==> config.mk <==
export PLATFORM = sky130hd
export DESIGN_NAME = hcb_cell
export DESIGN_NICKNAME = d
export VERILOG_FILES = /design/src/design/hcb_pkg.sv /design/src/design/hcb_cell.sv
export SDC_FILE = /design/constraint.sdc
export NUM_CORES = 1
export LEC_CHECK = 0
export BUFFER_PORTS_ARGS = -buffer_cell sky130_fd_sc_hd__buf_2
export CAP_MARGIN = 20
export CORE_MARGIN = 1.5
export CORE_UTILIZATION = 53
export CTS_CLUSTER_SIZE = 24
export DETAILED_ROUTE_END_ITERATION = 16
export MAX_ROUTING_LAYER = met4
export PLACE_DENSITY_LB_ADDON = 0.2
export SLEW_MARGIN = 20
export SYNTH_ARGS = -nofsm -noshare
export SYNTH_HDL_FRONTEND = slang
export SYNTH_SLANG_ARGS = --single-unit
export TNS_END_PERCENT = 5
==> constraint.sdc <==
create_clock -name clk -period 3.29 [get_ports clk]
set_clock_uncertainty 0.1 [all_clocks]
set_input_delay 0.658 -clock clk [delete_from_list [all_inputs] [get_ports clk]]
set_output_delay 0.658 -clock clk [all_outputs]
set_load 0.01 [all_outputs]
==> src/design/hcb_pkg.sv <==
`timescale 1ns / 1ps
package hcb_pkg;
    typedef enum logic [1:0] {
        OP_WRITE = 2'd0,
        OP_BUILD = 2'd1,
        OP_READ  = 2'd2,
        OP_NONE  = 2'd3
    } opcode_t;

    typedef enum logic [2:0] {
        ST_IDLE,
        ST_LOAD,
        ST_FIND,
        ST_MERGE,
        ST_DONE
    } state_t;

    // Command broadcast from the controller to every cell.
    typedef struct packed {
        logic load;
        logic clear;
        logic merge;
    } cell_cmd_t;
endpackage

==> src/design/hcb_cell.sv <==
`timescale 1ns / 1ps
// One cell per symbol. Its group is the slot of the symbol that heads it; weights are
// compared over the chain by the controller, and every cell applies the merge itself.
module hcb_cell #(
    parameter int IDX_BITS  = 8,
    parameter int W_BITS    = 32,
    parameter int C_BITS    = 24,
    parameter int CODE_BITS = 48,
    parameter int LEN_BITS  = 6
) (
    input  logic                 clk,
    input  logic                 rst_n,
    input  hcb_pkg::cell_cmd_t   cmd,
    input  logic [IDX_BITS-1:0]  my_idx,
    input  logic [C_BITS-1:0]    count,
    input  logic [IDX_BITS-1:0]  slot_a,
    input  logic [IDX_BITS-1:0]  slot_b,
    input  logic [W_BITS-1:0]    weight_a,
    output logic [W_BITS-1:0]    weight,
    output logic [CODE_BITS-1:0] code_bits,
    output logic [LEN_BITS-1:0]  code_length,
    output logic                 ovf
);
    import hcb_pkg::*;
    logic [W_BITS-1:0]    w_reg;
    logic [IDX_BITS-1:0]  g_reg;
    logic [CODE_BITS-1:0] c_reg;
    logic [LEN_BITS-1:0]  l_reg;
    logic                 in_a, in_b, full;

    assign in_a = (count != '0) && (g_reg == slot_a);
    assign in_b = (count != '0) && (g_reg == slot_b);
    assign full = (l_reg == LEN_BITS'(CODE_BITS));
    assign ovf  = cmd.merge && (in_a || in_b) && full;

    always_ff @(posedge clk or negedge rst_n)
    begin
        if (!rst_n)
        begin
            w_reg <= '0;
            c_reg <= '0;
            l_reg <= '0;
            g_reg <= '0;
        end
        else if (cmd.clear)
        begin
            w_reg <= '0;
            c_reg <= '0;
            l_reg <= '0;
        end
        else if (cmd.load)
        begin
            w_reg <= W_BITS'(count);
            g_reg <= my_idx;
        end
        else if (cmd.merge)
        begin
            if (my_idx == slot_b)
                w_reg <= w_reg + weight_a;
            else if (my_idx == slot_a)
                w_reg <= '0;
            if ((in_a || in_b) && !full)
            begin
                c_reg <= c_reg | (CODE_BITS'(in_b) << l_reg);
                l_reg <= l_reg + 1'b1;
            end
            if (in_a)
                g_reg <= slot_b;
        end
    end

    assign weight      = w_reg;
    assign code_bits   = c_reg;
    assign code_length = l_reg;
endmodule

# Word level (Yosys, flattened, before mapping)
# Index checks and enable logic that the tools add are counted.
[word_totals]
n_memories = 0
register_bits = 94
mem_bits_rw = 0
latch_bits = 0
out_inout_bits = 87
rom_bits = 0
[classes]
multipliers = 0
n_mux = 16
div_mod_pow = 0
reduce_logical = 17
addsub = 2
n_eq_ne = 6
order_cmp = 0
shifts = 1
bitwise_logic = 2
[ops]
columns = ["op", "n"]
rows = [
  ["$mux W48", 4],
  ["$mux W32", 5],
  ["$or A48 B48 Y48", 1],
  ["$shl A1 B6 Y48", 1],
  ["$add A32 B32 Y32", 1],
  ["$eq A8 B8 Y1", 4],
  ["$mux W6", 4],
  ["$mux W8", 3],
  ["$reduce_bool A24 Y1", 1],
  ["$reduce_bool A2 Y1", 4],
  ["$add A6 B1 Y6 const B", 1],
  ["$eq A6 B6 Y1 const B", 1],
  ["$reduce_and A3 Y1", 2],
  ["$logic_and A1 B1 Y1", 5],
  ["$reduce_bool A4 Y1", 1],
  ["$reduce_bool A3 Y1", 1],
  ["$ne A2 B2 Y1 const B", 1],
  ["$reduce_and A2 Y1", 1],
  ["$logic_not A1 Y1", 1],
  ["$logic_or A1 B1 Y1", 1],
  ["$not A1 Y1", 1],
]

# Depth between registers and ports, before layout
# Gate-level depths: netlist of run 1.
[depth]
depth_word = 8
depth_mapped = 12

# Worst setup path after synthesis of run 1
# No wires, ideal clock.
[synth_path]
kind = "input -> register"
start = "in weight_a[0]"
end = "reg w_reg[12] (netlist: weight[12])"
stages = 12
slack_ps = 430
setup_ps = 86
arrival_time_ps = 2673
n_path_buf = 0
t_required_ps = 3104
cell_sequence = "ha_1 -> inv_1 -> fa_1 -> nor2b_4 -> o2111ai_1 -> nand3_2 -> a31oi_1 -> o21ai_1 -> a21boi_0 -> xor2_1 -> o311a_1 -> nor3_1"
[synth_via]
elab_chain_cells = 5
[synth_rtl]
columns = ["item", "line", "rtl"]
rows = [
  ["start, declared", "hcb_cell.sv:18", "input logic [W_BITS-1:0] weight_a,"],
  ["$add A32 B32 Y32", "hcb_cell.sv:59", "w_reg <= w_reg + weight_a;"],
  ["$mux W32", "hcb_cell.sv:58", "if (my_idx == slot_b)"],
  ["$mux W32", "hcb_cell.sv:56", "else if (cmd.merge)"],
  ["$mux W32", "hcb_cell.sv:51", "else if (cmd.load)"],
  ["$mux W32", "hcb_cell.sv:45", "else if (cmd.clear)"],
  ["end signal, assigned", "hcb_cell.sv:53", "w_reg <= W_BITS'(count);"],
  ["end signal, assigned", "hcb_cell.sv:59", ""],
  ["end, declared", "hcb_cell.sv:25", "logic [W_BITS-1:0] w_reg;"],
]
# Every way passes these cells. The select of a mux whose other input is x is not followed.
# A chain may end at the register's enable or synchronous reset.

# Worst setup path after layout of run 1
[layout_path]
start = "in count[18]"
end = "out ovf"
[layout_via]
elab_chain_cells = 5
elab_cells_between_ends = 6
[layout_rtl]
columns = ["item", "line", "rtl"]
rows = [
  ["start, declared", "hcb_cell.sv:15", "input logic [C_BITS-1:0] count,"],
  ["$reduce_bool A24 Y1 (*)", "hcb_cell.sv:31, hcb_cell.sv:32", ""],
  ["$logic_and A1 B1 Y1, on equally long branches", "hcb_cell.sv:31, hcb_cell.sv:32", ""],
  ["$logic_or A1 B1 Y1 (*)", "hcb_cell.sv:34", "assign ovf = cmd.merge && (in_a || in_b) && full;"],
  ["$logic_and A1 B1 Y1 (*) (2 in a row)", "hcb_cell.sv:34", ""],
  ["end, declared", "hcb_cell.sv:22", "output logic ovf"],
]
# Every way passes the cells marked *; elsewhere a longest branch is shown, timed or not.

==> impl_metrics.py, run 1 <==
metrics = {
    "synth": {
        "synth_ff_type": "dfrtp_1",
        "synth_edf_count": 0,
        "synth_common_cells": "107 x nor2_1, 94 x dfrtp_1, 80 x a21oi_1",
        "async_flop_share_pct": 100,
        "yosysSeqAreaShare_pct": 39.8,
        "synth_area_per_cell_sq_um": 8.99,
        "synth.largest_area_cell": "dfrtp_1",
        "synth_cell_type_count": 70,
        "synthTopCellsByArea": "dfrtp_1 40%, ha_1 7.0%, nor2_1 6.8%, a21oi_1 6.8%, xnor2_1 4.6%",
        "synth_warnings": 0,
        "synth-seq-cells": 94,
        "synth_top_area_share_pct": 39.8,
        "synthCells": 657,
        "synth.cell_area_sq_um": 5910,
        "synth_fp_nets": 776,
        "yosysMostFrequentCell": "nor2_1",
    },
    "floorplanning": {
        "core_area_sq_um": 10800,
        "ios": 172,
        "dieArea_sq_um": 11800,
        "die_h_microns": 109,
        "start_util_pct": 54.5,
        "die_x_microns": 109,
        "rows": 38,
    },
    "cts": {
        "clockRootBuffer": "clkbuf_8",
        "cts-resized-gates": 0,
        "postCtsHoldBufs": 0,
        "path_clk_slew_ns": 0.10,
        "clkLatencyLatePin_ns": 0.39,
        "cts.htree.levels": 3,
        "cts_tree": "yes",
        "clock-sinks": 94,
        "clk_path_buf_depth": 2,
        "numCtsBuffers": 9,
        "cts_setup_buffers": 0,
    },
    "sta": {
        "period_share_pct": 89.9,
        "fin_crit_ns": 2.96,
        "relSlewSlack_pct": 32.8,
        "rsz0062_at_grt": "false",
        "worst_slew_pin_slew_ns": 1.01,
        "hold_ws_ns": 0.250,
        "hold_violations": 0,
        "setup_tns_ns": 0,
        "finalMaxSlewViolations": 0,
        "setup_viol": 0,
        "fmax_ghz": 0.338,
    },
    "route": {
        "via_per_inst": 5.82,
        "remaining_drc_errors": 0,
        "drt_wl_total_microns": 16700,
        "first_pass_iters": 5,
        "ant_nets": 0,
        "wl_per_cell_microns": 17.2,
        "drt_iter0_drc": 392,
        "via_count": 5658,
    },
    "outcome": {
        "outcome": "completed",
    },
    "layout": {
        "syn2layout_area_growth_pct": 20.9,
        "drive_gt1_share_pct": 27.3,
        "antenna_cells": 0,
        "n_fill_cell": 921,
        "fin_nets": 947,
        "largest_reg_flops": 48,
    },
    "setup_path": {
        "cp_max_fo": 3,
        "crit_required_ns": 2.53,
        "endpoint_kind": "output pin",
        "critPathLaunch": "count[18]",
        "reg2reg_from": "weight[0]$_DFFE_PN0P_",
        "crit_type": "in -> out",
        "crit_path_start_kind": "input pin",
        "worstPathArrival_ns": 2.20,
    },
    "min_path": {
        "hold_path.class": "in -> async",
    },
    "global_routing": {
        "track_usage_pct": 29.9,
        "grt_max_degree": 66,
        "grt_pass1_vias": 5388,
        "grt_pass1_wl_microns": 26400,
        "grt-ovfl-total": 0,
        "antenna_found_initial": 0,
    },
    "placement": {
        "hpwl_microns": 12600,
        "place_congestion": 0.936,
        "io_buffers": 171,
    },
    "power": {
        "powerDensity_nw_per_um2": 360,
        "vdd_drop_max_mv": 0.294,
        "p_leak_nw": 3.60,
    },
    "job": {
        "cap_violations": 0,
    },
}
[worst paths after layout]
check | cells after the start | endpoint | slack, ns
setup / recovery | 9 | ovf | 0.33
hold / removal | 1 | weight[9]$_DFFE_PN0P_ | 0.25
setup reg to reg | 12 | weight[18]$_DFFE_PN0P_ | 0.34
hold reg to reg | 2 | code_bits[5]$_DFFE_PN0P_ | 0.40
max in group asynchronous | 2 | code_bits[34]$_DFFE_PN0P_ | 2.06
min in group clk | 2 | code_bits[5]$_DFFE_PN0P_ | 0.40
[critical path: stages]
cell,delay (ns)
buf_2,0.11
nor4_1,0.45
and4_1,0.30
nand3_1,0.17
nand3_1,0.15
inv_1,0.08
nand2_1,0.07
a21oi_1,0.06
buf_2,0.15
[final cells by class]
type	instances	area, sq um	share of cell area (%)
Multi-Input combinational cell	524	3400	47.6
Sequential cell	94	2350	32.9
Timing Repair Buffer	184	956	13.4
Tap cell	140	175	2.45
Clock buffer	9	124	1.73
Clock inverter	7	80.1	1.12
Inverter	15	56.3	0.788
[stage by stage]
stage	total power (W)	utilization [%]	instance area (sq um)	worst slack (ns)	std cells
finish	0.00257	65.9	7150	0.333	973
detailed placement	0.00179	64.0	6940	0.0877	957
global placement	0.00178	64.0	6940	0.147	957
floorplan	0.00160	-	5910	0.430	657
CTS	0.00258	65.9	7140	0.332	973
global route	0.00269	65.9	7150	0.229	973
[layout by cell type, fill, tap and decap left out, drive strengths merged, types with 4 or more instances in the layout]
master | netlist | routed
a211oi | 4 | 4
a21o | 12 | 12
a21oi | 84 | 84
a221oi | 10 | 10
a22oi | 9 | 9
a31oi | 4 | 4
and3 | 5 | 5
buf | 4 | 184
clkbuf | 20 | 9
clkinv | 0 | 4
dfrtp | 94 | 94
ha | 33 | 33
inv | 15 | 17
mux2i | 9 | 9
nand2 | 42 | 42
nand3 | 12 | 12
nand4 | 6 | 6
nor2 | 107 | 107
nor2b | 9 | 9
nor3 | 17 | 17
nor4 | 12 | 12
o211ai | 4 | 4
o21a | 7 | 7
o21ai | 26 | 26
o21bai | 5 | 5
xnor2 | 31 | 31
xor2 | 31 | 31
[routing by layer]
| metal | wire, microns | GRT usage (%) | share of wire, % | vias to the layer above |
|---|---|---|---|---|
| met4 | 428 | 11.4 | 2.6 | 0 |
| met1 | 7280 | 38.5 | 44 | 2672 |
| met3 | 1080 | 4.16 | 6.5 | 39 |
| li1 | - | - | - | 2710 |
| met5 | 0 | - | 0 | - |
| met2 | 7930 | 47.8 | 47 | 237 |
[report_power, final]
part           total, W  leakage (nW)  internal [W]  switching, W
sequential      0.00122          1.27       0.00119     0.0000325
clock          0.000795        0.0990      0.000300      0.000495
combinational  0.000559          2.23      0.000236      0.000323
[logic make-up (layout without fill, tap and decap cells)]
kind of cell | Yosys count | after routing | share of synthesized area [%]
DFF | 94 | 94 | 39.8
xor gates and xnor gates | 62 | 62 | 9.19
muxes | 10 | 10 | 1.72
AOI/OAI and AO/OA | 192 | 192 | 21.5
and+or+nand+nor | 226 | 226 | 17.7
buffers and inverters | 39 | 215 | 2.71
adders and majority gates | 34 | 34 | 7.33
Note: power is estimated with default switching activity, not from simulation.
==> run 2, diff against run 1 <==
--- a/config.mk
+++ b/config.mk
@@ -7,9 +7,9 @@
 export LEC_CHECK = 0
 export BUFFER_PORTS_ARGS = -buffer_cell sky130_fd_sc_hd__buf_2
 export CAP_MARGIN = 20
+export CORE_ASPECT_RATIO = 0.7
 export CORE_MARGIN = 1.5
 export CORE_UTILIZATION = 53
-export CTS_CLUSTER_SIZE = 24
 export DETAILED_ROUTE_END_ITERATION = 16
 export MAX_ROUTING_LAYER = met4
 export PLACE_DENSITY_LB_ADDON = 0.2
==> run 2 against run 1 <==
  * First-iteration DRC count rose by 7.7%
  * Flip-flop and latch count did not move
  * Combinational power rose by 2%
  * Sequential share of layout area fell by 0.50 points
  * Cell count rose by 1.2%
  * Critical path type is now reg -> reg
==> impl_metrics.py, run 2 (synthesis results as in run 1) <==
metrics = {
    "outcome": {
        "outcome": "completed",
    },
    "sta": {
        "rsz0062_at_grt": "false",
        "hold_ws_ns": 0.256,
        "finalMaxSlewViolations": 0,
        "setup_viol": 0,
        "setup_tns_ns": 0,
        "fmax_ghz": 0.336,
        "period_share_pct": 90.5,
        "relSlewSlack_pct": 28.5,
        "hold_violations": 0,
        "fin_crit_ns": 2.98,
        "worst_slew_pin_slew_ns": 1.07,
    },
    "layout": {
        "fin_nets": 945,
        "largest_reg_flops": 48,
        "final_common_cell": "buf_2",
        "mostFrequentLayoutCells": "170 x buf_2, 107 x nor2_1, 94 x dfrtp_1, 79 x a21oi_1, 42 x nand2_1",
        "drive_gt1_share_pct": 26.7,
        "syn2layout_area_growth_pct": 22.8,
        "post-route-util_pct": 66.4,
        "n_fill_cell": 915,
    },
    "global_routing": {
        "antenna_found_initial": 1,
        "grt_pass1_vias": 5554,
        "grt-ovfl-total": 0,
        "track_usage_pct": 31.8,
        "grt_pass1_wl_microns": 28400,
        "grt_max_degree": 55,
    },
    "power": {
        "p_leak_nw": 3.64,
        "powerDensity_nw_per_um2": 394,
        "vdd_drop_max_mv": 0.263,
    },
    "setup_path": {
        "r2r_cells": 12,
        "crit_type": "reg -> reg",
        "worstPathArrival_ns": 3.10,
        "cp_max_fo": 3,
        "crit_path_start_kind": "flip-flop",
        "crit_required_ns": 3.41,
        "endpoint_kind": "flip-flop",
    },
    "route": {
        "wl_per_cell_microns": 17.9,
        "via_count": 5757,
        "ant_nets": 0,
        "first_pass_iters": 5,
        "remaining_drc_errors": 0,
        "via_per_inst": 5.84,
        "drt_wl_total_microns": 17700,
        "drt_iter0_drc": 422,
    },
    "cts": {
        "clock-sinks": 94,
        "cts_setup_buffers": 0,
        "clkLatencyLatePin_ns": 0.35,
        "cts.htree.levels": 3,
        "path_clk_slew_ns": 0.07,
        "numCtsBuffers": 9,
        "postCtsHoldBufs": 0,
        "cts-resized-gates": 0,
        "clockRootBuffer": "clkbuf_16",
        "clk_path_buf_depth": 2,
        "cts_tree": "yes",
    },
    "floorplanning": {
        "core_area_sq_um": 10900,
        "die_x_microns": 129,
        "die_h_microns": 91.3,
        "dieArea_sq_um": 11800,
        "rows": 32,
        "start_util_pct": 54.1,
        "ios": 172,
    },
    "min_path": {
        "hold_path.class": "in -> async",
    },
    "placement": {
        "io_buffers": 171,
        "hpwl_microns": 13400,
        "place_congestion": 0.906,
    },
    "job": {
        "cap_violations": 0,
    },
}
## run 2: cell types whose count changed in the layout (fill, tap and decap cells not counted), sizes merged
cell,delta
bufinv,+1
diode,+1
clkinv,-3
buf,-2
inv,-1
clkbuf,+3
## run 2: metrics by stage
stage          instance area [sq um]  total power, W  instances  worst slack, ns
2_1_floorplan                   5910         0.00160        657            0.430
3_3_place_gp                    6950         0.00179        968           0.0856
3_5_place_dp                    6950         0.00180        968           0.0342
4_1_cts                         7250         0.00287        984            0.379
5_1_grt                         7260         0.00298        985            0.131
6_report                        7260         0.00286        985            0.311
## run 2: path summary, 6_finish.rpt
kind                                             endpoint  slack [ns]                startpoint
worst max-delay path               weight[18]$_DFFE_PN0P_        0.31     weight[0]$_DFFE_PN0P_
worst min-delay path               weight[17]$_DFFE_PN0P_        0.26                     rst_n
worst max register to register     weight[18]$_DFFE_PN0P_        0.31     weight[0]$_DFFE_PN0P_
worst min register to register   code_bits[8]$_DFFE_PN0P_        0.39  code_bits[8]$_DFFE_PN0P_
max in group asynchronous       code_bits[44]$_DFFE_PN0P_        2.15                     rst_n
min in group clk                 code_bits[8]$_DFFE_PN0P_        0.39  code_bits[8]$_DFFE_PN0P_
## run 2: layout make-up
class	count	area [sq um]	area share, %
clock inverter	4	55.1	0.758
sequential	94	2350	32.4
antenna	1	2.50	0.0345
clock buffer	12	246	3.40
inverter	15	56.3	0.776
timing repair buffer	182	953	13.1
tap	153	191	2.64
multi-input combinational	524	3400	46.9
## run 2: worst max-delay path: stages, from the launching register on
cell,delay (ns)
dfrtp_1,0.38
ha_1,0.22
inv_1,0.07
fa_1,0.43
nor2b_4,0.15
o2111ai_1,0.13
nand3_2,0.14
a31oi_1,0.17
o2111ai_1,0.39
nand2_1,0.12
o31ai_1,0.30
xnor2_1,0.15
o21ai_0,0.08
## run 2: power by group
| group | switching (W) | internal, W | total (W) |
|---|---|---|---|
| registers | 0.0000346 | 0.00119 | 0.00122 |
| clock network | 0.000454 | 0.000615 | 0.00107 |
| logic | 0.000335 | 0.000236 | 0.000571 |
| total | 0.000823 | 0.00204 | 0.00286 |
## run 2: per-layer routing
layer,up-vias,track usage [%],wire length (microns)
met2,276,45.3,7580
met1,2748,46.7,8370
li1,2714,-,-
met3,19,5.66,1470
met4,0,7.96,257
met5,-,-,0
